--- src/rtl/ucd_pkg.sv ---
package ucd_pkg;

	// Pipeline depth: input register through result register
	localparam int unsigned NUM_STAGES = 8;

	localparam logic [16:0] SECS_PER_DAY  = 17'd86400;
	localparam logic [19:0] DAYS_TO_EPOCH = 20'd719468;
	// Start of era 5 (2000-03-01) and era 4, in days from 0000-03-01
	localparam logic [19:0] ERA5_START    = 20'd730485;
	localparam logic [19:0] ERA4_START    = 20'd584388;
	localparam logic [17:0] DAYS_PER_CENT = 18'd36524;
	localparam logic [17:0] LAST_DOE      = 18'd146096;
	localparam logic [11:0] ERA4_YEAR     = 12'd1600;
	localparam logic [11:0] ERA5_YEAR     = 12'd2000;

	// Reciprocals for division by constants, exact over the operand range used
	localparam logic [25:0] DAY_RECIP   = 26'd50903317; // x/675,  x < 2^25, >> 35
	localparam logic [13:0] HOUR_RECIP  = 14'd9321;     // x/225,  x < 2^13, >> 21
	localparam logic [16:0] WEEK_RECIP  = 17'd74899;    // x/7,    x < 2^16, >> 19
	localparam logic [16:0] QUAD_RECIP  = 17'd91930;    // x/365,  x < 2^16, >> 25
	localparam logic [18:0] YEAR_RECIP  = 19'd367720;   // x/365,  x < 2^18, >> 27
	localparam logic [9:0]  CENT_RECIP  = 10'd656;      // x/100,  x < 2^9,  >> 16
	localparam logic [11:0] MONTH_RECIP = 12'd3427;     // x/153,  x < 2^11, >> 19

	localparam logic [3:0] MONTH_MAR = 4'd3;
	localparam logic [3:0] MONTH_OCT = 4'd10;

	typedef struct packed {
		logic [NUM_STAGES-1:0] load;
	} ucd_pipe_ctl_t;

	// First day of year-of-March index for each month index (March is 0)
	function automatic logic [8:0] month_start(input logic [3:0] mp);
		logic [8:0] s;
		case (mp)
			4'd0:    s = 9'd0;
			4'd1:    s = 9'd31;
			4'd2:    s = 9'd61;
			4'd3:    s = 9'd92;
			4'd4:    s = 9'd122;
			4'd5:    s = 9'd153;
			4'd6:    s = 9'd184;
			4'd7:    s = 9'd214;
			4'd8:    s = 9'd245;
			4'd9:    s = 9'd275;
			4'd10:   s = 9'd306;
			4'd11:   s = 9'd337;
			default: s = 9'd0;
		endcase
		return s;
	endfunction

endpackage

--- src/rtl/ucd_dst_rule.sv ---
module ucd_dst_rule import ucd_pkg::*; (
	input  logic [3:0] month_number,
	input  logic [4:0] day_of_month,
	input  logic [2:0] weekday,
	input  logic [4:0] hour_of_day,
	output logic       summer_time
);

	logic in_season;
	logic last_week;
	logic past_switch;

	always_comb begin
		in_season   = month_number inside {[MONTH_MAR:MONTH_OCT]};
		// Last Sunday is reached once day - weekday >= 25
		last_week   = {1'b0, day_of_month} >= ({3'b0, weekday} + 6'd25);
		past_switch = last_week && ((weekday != 3'd0) || (hour_of_day >= 5'd2));
		if (!in_season) begin
			summer_time = 1'b0;
		end else if (past_switch) begin
			summer_time = (month_number != MONTH_OCT);
		end else begin
			summer_time = (month_number != MONTH_MAR);
		end
	end

endmodule

--- src/rtl/ucd_pipe_ctl.sv ---
module ucd_pipe_ctl import ucd_pkg::*; (
	input  logic          clk,
	input  logic          arst_n,
	input  logic          ts_valid,
	output logic          ts_ready,
	output logic          date_valid,
	input  logic          date_ready,
	output ucd_pipe_ctl_t ctl
);

	logic [NUM_STAGES-1:0] valid_q;
	logic [NUM_STAGES:0]   rdy;
	logic [NUM_STAGES-1:0] vin;

	// A stage takes new data when it is empty or its own content moves on
	always_comb begin
		vin = {valid_q[NUM_STAGES-2:0], ts_valid};
		rdy[NUM_STAGES] = date_ready;
		for (int i = NUM_STAGES - 1; i >= 0; i--) begin
			rdy[i] = !valid_q[i] || rdy[i+1];
		end
		for (int i = 0; i < NUM_STAGES; i++) begin
			ctl.load[i] = rdy[i] && vin[i];
		end
	end

	always_ff @(posedge clk or negedge arst_n) begin
		if (!arst_n) begin
			valid_q <= '0;
		end else begin
			for (int i = 0; i < NUM_STAGES; i++) begin
				if (rdy[i]) begin
					valid_q[i] <= vin[i];
				end
			end
		end
	end

	assign ts_ready   = rdy[0];
	assign date_valid = valid_q[NUM_STAGES-1];

endmodule

--- src/rtl/ucd_datapath.sv ---
module ucd_datapath import ucd_pkg::*; (
	input  logic          clk,
	input  ucd_pipe_ctl_t ctl,
	input  logic [31:0]   local_seconds,
	output logic          summer_time,
	output logic [4:0]    day_of_month,
	output logic [3:0]    month_number,
	output logic [11:0]   year_number,
	output logic [4:0]    hour_of_day,
	output logic [2:0]    weekday
);

	// Stage 1: input register
	logic [31:0] secs_s1;

	// Stage 2: day count
	logic [50:0] day_prod;
	logic [15:0] days_s2;
	logic [31:0] secs_s2;

	// Stage 3: second of day, day of era
	logic [31:0] day_secs;
	logic [31:0] rem_full;
	logic [19:0] z;
	logic        era5;
	logic [19:0] doe_full;
	logic [16:0] rem_s3;
	logic [15:0] days_s3;
	logic [17:0] doe_s3;
	logic        era5_s3;

	// Stage 4: hour, week quotient, leap-corrected day of era
	logic [26:0] hour_prod;
	logic [15:0] days4;
	logic [32:0] week_prod;
	logic [32:0] quad_prod;
	logic [2:0]  cents;
	logic        last_doe;
	logic [17:0] t;
	logic [4:0]  hour_s4;
	logic [15:0] days4_s4;
	logic [12:0] q7_s4;
	logic [17:0] t_s4;
	logic [17:0] doe_s4;
	logic        era5_s4;

	// Stage 5: weekday, year of era
	logic [15:0] q7x7;
	logic [15:0] wk;
	logic [36:0] yoe_prod;
	logic [2:0]  wday_s5;
	logic [4:0]  hour_s5;
	logic [8:0]  yoe_s5;
	logic [17:0] doe_s5;
	logic        era5_s5;

	// Stage 6: day of year
	logic [18:0] cent_prod;
	logic [17:0] ydays;
	logic [17:0] doy_full;
	logic [8:0]  doy_s6;
	logic [8:0]  yoe_s6;
	logic        era5_s6;
	logic [2:0]  wday_s6;
	logic [4:0]  hour_s6;

	// Stage 7: month index
	logic [10:0] mp_num;
	logic [22:0] mp_prod;
	logic [3:0]  mp_s7;
	logic [8:0]  doy_s7;
	logic [8:0]  yoe_s7;
	logic        era5_s7;
	logic [2:0]  wday_s7;
	logic [4:0]  hour_s7;

	// Stage 8: result register
	logic [8:0]  dom_full;
	logic [4:0]  dom;
	logic [3:0]  mon;
	logic [11:0] year;
	logic        summer;
	logic        summer_s8;
	logic [4:0]  dom_s8;
	logic [3:0]  mon_s8;
	logic [11:0] year_s8;
	logic [4:0]  hour_s8;
	logic [2:0]  wday_s8;

	always_ff @(posedge clk) begin
		if (ctl.load[0]) begin
			secs_s1 <= local_seconds;
		end
	end

	// days = secs / 86400 = (secs >> 7) / 675
	assign day_prod = 51'(secs_s1[31:7]) * 51'(DAY_RECIP);

	always_ff @(posedge clk) begin
		if (ctl.load[1]) begin
			days_s2 <= day_prod[50:35];
			secs_s2 <= secs_s1;
		end
	end

	// Day counts from 1970 only reach era 4 or era 5
	always_comb begin
		day_secs = 32'(days_s2) * 32'(SECS_PER_DAY);
		rem_full = secs_s2 - day_secs;
		z        = {4'b0, days_s2} + DAYS_TO_EPOCH;
		era5     = z >= ERA5_START;
		doe_full = z - (era5 ? ERA5_START : ERA4_START);
	end

	always_ff @(posedge clk) begin
		if (ctl.load[2]) begin
			rem_s3  <= rem_full[16:0];
			days_s3 <= days_s2;
			doe_s3  <= doe_full[17:0];
			era5_s3 <= era5;
		end
	end

	always_comb begin
		hour_prod = 27'(rem_s3[16:4]) * 27'(HOUR_RECIP);
		days4     = days_s3 + 16'd4;
		week_prod = 33'(days4) * 33'(WEEK_RECIP);
		quad_prod = 33'(doe_s3[17:2]) * 33'(QUAD_RECIP);
		cents     = 3'(doe_s3 >= DAYS_PER_CENT) + 3'(doe_s3 >= 18'(2 * DAYS_PER_CENT))
		          + 3'(doe_s3 >= 18'(3 * DAYS_PER_CENT)) + 3'(doe_s3 >= LAST_DOE);
		last_doe  = doe_s3 == LAST_DOE;
		t         = doe_s3 - 18'(quad_prod[32:25]) + 18'(cents) - 18'(last_doe);
	end

	always_ff @(posedge clk) begin
		if (ctl.load[3]) begin
			hour_s4  <= hour_prod[25:21];
			days4_s4 <= days4;
			q7_s4    <= week_prod[31:19];
			t_s4     <= t;
			doe_s4   <= doe_s3;
			era5_s4  <= era5_s3;
		end
	end

	always_comb begin
		q7x7     = {q7_s4, 3'b0} - {3'b0, q7_s4};
		wk       = days4_s4 - q7x7;
		yoe_prod = 37'(t_s4) * 37'(YEAR_RECIP);
	end

	always_ff @(posedge clk) begin
		if (ctl.load[4]) begin
			wday_s5 <= wk[2:0];
			hour_s5 <= hour_s4;
			yoe_s5  <= yoe_prod[35:27];
			doe_s5  <= doe_s4;
			era5_s5 <= era5_s4;
		end
	end

	always_comb begin
		cent_prod = 19'(yoe_s5) * 19'(CENT_RECIP);
		ydays     = 18'(yoe_s5) * 18'd365 + 18'(yoe_s5[8:2]) - 18'(cent_prod[17:16]);
		doy_full  = doe_s5 - ydays;
	end

	always_ff @(posedge clk) begin
		if (ctl.load[5]) begin
			doy_s6  <= doy_full[8:0];
			yoe_s6  <= yoe_s5;
			era5_s6 <= era5_s5;
			wday_s6 <= wday_s5;
			hour_s6 <= hour_s5;
		end
	end

	always_comb begin
		mp_num  = ({2'b0, doy_s6} * 11'd5) + 11'd2;
		mp_prod = 23'(mp_num) * 23'(MONTH_RECIP);
	end

	always_ff @(posedge clk) begin
		if (ctl.load[6]) begin
			mp_s7   <= mp_prod[22:19];
			doy_s7  <= doy_s6;
			yoe_s7  <= yoe_s6;
			era5_s7 <= era5_s6;
			wday_s7 <= wday_s6;
			hour_s7 <= hour_s6;
		end
	end

	// Month index counts from March; Jan and Feb belong to the next year
	always_comb begin
		dom_full = doy_s7 - month_start(mp_s7) + 9'd1;
		dom      = dom_full[4:0];
		mon      = (mp_s7 < 4'd10) ? (mp_s7 + 4'd3) : (mp_s7 - 4'd9);
		year     = (era5_s7 ? ERA5_YEAR : ERA4_YEAR) + {3'b0, yoe_s7}
		         + 12'(mon <= 4'd2);
	end

	ucd_dst_rule u_dst (
		.month_number (mon),
		.day_of_month (dom),
		.weekday      (wday_s7),
		.hour_of_day  (hour_s7),
		.summer_time  (summer)
	);

	always_ff @(posedge clk) begin
		if (ctl.load[7]) begin
			summer_s8 <= summer;
			dom_s8    <= dom;
			mon_s8    <= mon;
			year_s8   <= year;
			hour_s8   <= hour_s7;
			wday_s8   <= wday_s7;
		end
	end

	assign summer_time  = summer_s8;
	assign day_of_month = dom_s8;
	assign month_number = mon_s8;
	assign year_number  = year_s8;
	assign hour_of_day  = hour_s8;
	assign weekday      = wday_s8;

endmodule

--- src/rtl/unix_time_to_date_and_dst.sv ---
// Channel | Direction | Handshake              | Payload
// ts      | in        | ts_valid / ts_ready     | local_seconds[31:0]
// date    | out       | date_valid / date_ready | summer_time, day_of_month, month_number,
//         |           |                         | year_number, hour_of_day, weekday
//
// One transaction per cycle sustained while date_ready stays high; a timestamp
// passes through the eight register stages of the datapath, input register
// through result register, before it shows up as a valid result.
// Each stage has its own valid bit, so a stalled result holds only the last
// stage and bubbles further up are still filled while date_ready is low.
// arst_n clears the valid bits only; data registers are not reset.
module unix_time_to_date_and_dst import ucd_pkg::*; (
	input  logic        clk,
	input  logic        arst_n,
	input  logic        ts_valid,
	output logic        ts_ready,
	input  logic [31:0] local_seconds,
	output logic        date_valid,
	input  logic        date_ready,
	output logic        summer_time,
	output logic [4:0]  day_of_month,
	output logic [3:0]  month_number,
	output logic [11:0] year_number,
	output logic [4:0]  hour_of_day,
	output logic [2:0]  weekday
);

	ucd_pipe_ctl_t ctl;

	// Valid tracking and per-stage load enables
	ucd_pipe_ctl u_ctl (
		.clk        (clk),
		.arst_n     (arst_n),
		.ts_valid   (ts_valid),
		.ts_ready   (ts_ready),
		.date_valid (date_valid),
		.date_ready (date_ready),
		.ctl        (ctl)
	);

	// Split seconds into day and hour, then day count into civil date,
	// weekday and summer-time flag
	ucd_datapath u_dp (
		.clk           (clk),
		.ctl           (ctl),
		.local_seconds (local_seconds),
		.summer_time   (summer_time),
		.day_of_month  (day_of_month),
		.month_number  (month_number),
		.year_number   (year_number),
		.hour_of_day   (hour_of_day),
		.weekday       (weekday)
	);

endmodule

--- config.mk ---
export PLATFORM = sky130hd
export DESIGN_NAME = unix_time_to_date_and_dst
export DESIGN_NICKNAME = d
export VERILOG_FILES = /design/src/rtl/ucd_pkg.sv /design/src/rtl/ucd_dst_rule.sv /design/src/rtl/ucd_pipe_ctl.sv /design/src/rtl/ucd_datapath.sv /design/src/rtl/unix_time_to_date_and_dst.sv
export SDC_FILE = /design/constraint.sdc
export NUM_CORES = 2
export LEC_CHECK = 0
export BUFFER_PORTS_ARGS = -buffer_cell sky130_fd_sc_hd__buf_2
export CAP_MARGIN = 10
export CORE_MARGIN = 1
export CORE_UTILIZATION = 65
export CTS_BUF_LIST = sky130_fd_sc_hd__clkbuf_16
export CTS_CLUSTER_SIZE = 10
export DETAILED_ROUTE_END_ITERATION = 7
export GPL_TIMING_DRIVEN = 1
export PLACE_DENSITY = 0.83
export SLEW_MARGIN = 20
export SYNTH_ARGS = -nofsm -noshare
export SYNTH_HDL_FRONTEND = slang
export SYNTH_SLANG_ARGS = --single-unit
--- constraint.sdc ---
create_clock -name clk -period 15.3 [get_ports clk]
set_input_delay 0.765 -clock clk [delete_from_list [all_inputs] [get_ports clk]]
set_output_delay 0.765 -clock clk [all_outputs]
set_load 0.005 [all_outputs]
==> results.sh <==
export IMPL_outcome="completed"
export IMPL_tns_ns=0
export IMPL_synth_flop_cell="edfxtp_1"
export IMPL_place_gp_congestion=0.947
export IMPL_core_um2=60500
export IMPL_netlist_instances=3534
export IMPL_synth_fa_ha_area_share_pct=58.1
export IMPL_synth_xor_area_share_pct=3.85
export IMPL_hp_class="input port to asynchronous set/reset pin"
export IMPL_synth_mux_area_share_pct=0.185
export IMPL_htreeDepth=2
export IMPL_slew_violations=0
export IMPL_fillCellCount=4132
export IMPL_via_count=24300
export IMPL_track_usage_pct=26.3
export IMPL_wl_per_cell_um=17.3
export IMPL_dp_hpwl_um=63800
export IMPL_drive_gt1_share_pct=4.10
export IMPL_die_w_um=249
export IMPL_setup_viol=0
export IMPL_cp_max_fo=13
export IMPL_path_clk_slew_ns=0.06
export IMPL_grt_ovfl_total=0
export IMPL_end_kind="flip-flop"
export IMPL_synth_top_family_by_area="adder cells"
export IMPL_diodes=0
export IMPL_critPathMaxStageDelay_ns=0.91
export IMPL_vias_per_cell=5.47
export IMPL_die_h_um=249
export IMPL_period_share_pct=62.8
export IMPL_worst_hold_slack_ns=0.0434
export IMPL_cp_depth=31
export IMPL_async_flop_share_pct=2.99
export IMPL_critical_path_slowest_cell="edfxtp_1"
export IMPL_dp_cells=4382
export IMPL_worstPathArrival_ns=9.90
export IMPL_portBuffers=63
export IMPL_netlist_area_um2=39800
export IMPL_worstRegToRegCells=31
export IMPL_instances_no_fill=4441
export IMPL_cts_buffers=35
export IMPL_dieArea_um2=62200
export IMPL_finalClockSkew_ns=0.0244
export IMPL_cts_buffer_depth=3
export IMPL_cp_start_kind="flip-flop"
export IMPL_cts_tree="yes"
export IMPL_critPathKind="flip-flop to flip-flop"
export IMPL_max_slew_worst_pin_slew_ns=0.976
export IMPL_ctsResizeCount=0
export IMPL_wl_um=76600
export IMPL_required_ns=15.60
export IMPL_cts_setup_buffers=0
export IMPL_drtAntennaViolNets=0
export IMPL_clock_sinks=268
export IMPL_first_pass_iters=5
export IMPL_ctsHoldBuffers=0
export IMPL_antenna_found_initial=0
export IMPL_ys_ff_latch=268
export IMPL_rows=90
export IMPL_synth_compound_area_share_pct=5.20
export IMPL_clock_latency_ns=0.56
export IMPL_critPathMostFrequentCell="fa_1"
export IMPL_grt_max_degree=49
export IMPL_fin_crit_ns=9.61
export IMPL_ys_seq_area_share_pct=20.0
export IMPL_hold_viol=0
export IMPL_worst_path_buf_inv=5
export IMPL_area_growth_syn_to_layout_pct=5.94
export IMPL_drc=0
export IMPL_synthDistinctLibCells=71
export IMPL_fin_nets=5210
export IMPL_slew_limit_headroom_pct=34.9
export IMPL_drt_iter0_markers=992
export IMPL_ys_warn_count=0
export IMPL_grt_pass1_vias=27200
export IMPL_grt_pass1_wl_um=130000
export IMPL_syn_nets=5107
export IMPL_synth_edf_count=255
export IMPL_avgSynthCellArea_um2=11.3
export IMPL_synthSimpleGateAreaFrac_pct=3.85
export IMPL_fmax_mhz=104
export IMPL_initial_core_util_pct=65.8
export IMPL_cap_violations=0
export IMPL_critPathTopFamily="adder cells"
export IMPL_pin_count=68
export IMPL_root_buffer="clkbuf_16"
export IMPL_rsz0062_at_grt="false"
## final cells by class
| type | count | area [um^2] | area share, % |
|---|---|---|---|
| Sequential cell | 268 | 7960 | 18.9 |
| Multi-Input combinational cell | 2330 | 28300 | 67.2 |
| Clock inverter | 24 | 146 | 0.347 |
| Tap cell | 782 | 978 | 2.32 |
| Timing Repair Buffer | 68 | 353 | 0.837 |
| Clock buffer | 35 | 876 | 2.08 |
| Inverter | 934 | 3510 | 8.32 |
## synthesized netlist by cell type (8+ instances only)
master	instances	area, um^2
dfrtp_1	8	200
nand3_1	32	160
o21a_1	20	150
nor2b_1	24	150
nor2_1	68	255
or2_2	13	81.3
edfxtp_1	255	7660
o21bai_1	20	150
fa_1	518	10400
nand4_1	16	100
nor3_1	20	100
and2_1	10	62.6
a31oi_1	8	50.1
ha_1	1019	12700
a21o_1	50	375
o21ai_0	52	260
nand2_1	56	210
a21oi_1	92	460
xnor2_1	125	1090
or3_1	8	50.1
xor2_1	48	420
a211oi_1	11	82.6
nand2b_1	22	138
inv_1	933	3500
## logic make-up after synthesis
family | Yosys count
fa+ha+maj | 1537
buf+inv | 936
compound gates | 314
simple gates | 299
flops | 268
xor+xnor | 174
mux | 6
## metal layers
| layer | part of all wire (%) | GRT usage [%] | wire length, um |
|---|---|---|---|
| met1 | 41 | 31.6 | 31700 |
| met2 | 52 | 48.4 | 39800 |
| met3 | 3.0 | 2.52 | 2330 |
| met4 | 3.8 | 9.96 | 2880 |
| met5 | 0 | 0 | 0 |
## worst paths after layout
kind,from,endpoint,slack (ns)
setup / recovery,u_dp.doe_s3[8],u_dp.t_s4[17],5.69
hold / removal,arst_n,u_ctl.valid_q[2],0.04
setup reg to reg,u_dp.doe_s3[8],u_dp.t_s4[17],5.69
hold reg to reg,u_dp.wday_s6[1],u_dp.wday_s7[1],0.42
max in group asynchronous,arst_n,u_ctl.valid_q[6],15.08
min in group clk,local_seconds[5],u_dp.secs_s1[5],0.39
## registers in the layout, indices dropped and copies added, names as in the netlist, 8 cells and up, named ones only
signal / count
u_dp.secs_s2: 13
u_dp.days_s3: 16
u_dp.t_s4: 18
u_dp.doe_s3: 18
u_dp.days_s2: 16
u_dp.doy_s6: 9
u_dp.yoe_s7: 9
u_ctl.valid_q: 8
u_dp.year_number: 12
u_dp.yoe_s6: 9
u_dp.doe_s5: 9
u_dp.doe_s4: 9
u_dp.yoe_s5: 9
u_dp.secs_s1: 28
u_dp.rem_s3: 13
## cell usage in the layout, fill, tap and decap left out, drive strengths merged, types with 52 or more instances in the layout
| cell type | synthesis | layout |
|---|---|---|
| a21oi | 94 | 94 |
| o21ai | 59 | 59 |
| fa | 518 | 518 |
| inv | 933 | 948 |
| a21o | 52 | 52 |
| ha | 1019 | 1019 |
| edfxtp | 255 | 255 |
| nand2 | 56 | 56 |
| buf | 0 | 68 |
| nor2 | 68 | 68 |
| xnor2 | 126 | 126 |
## through the flow
step                      util, %  area, um^2  worst slack [ns]
after detailed placement     68.0       41100              5.76
after floorplan                 -       39800              7.15
after CTS                    69.7       42200              5.72
after global routing         69.7       42200              5.17
final                        69.7       42200              5.69
after global placement       68.0       41100              5.94
Power is left out: the tool's default activity adds up to more than one toggle a clock period on the data nets, which glitch-free logic cannot reach.
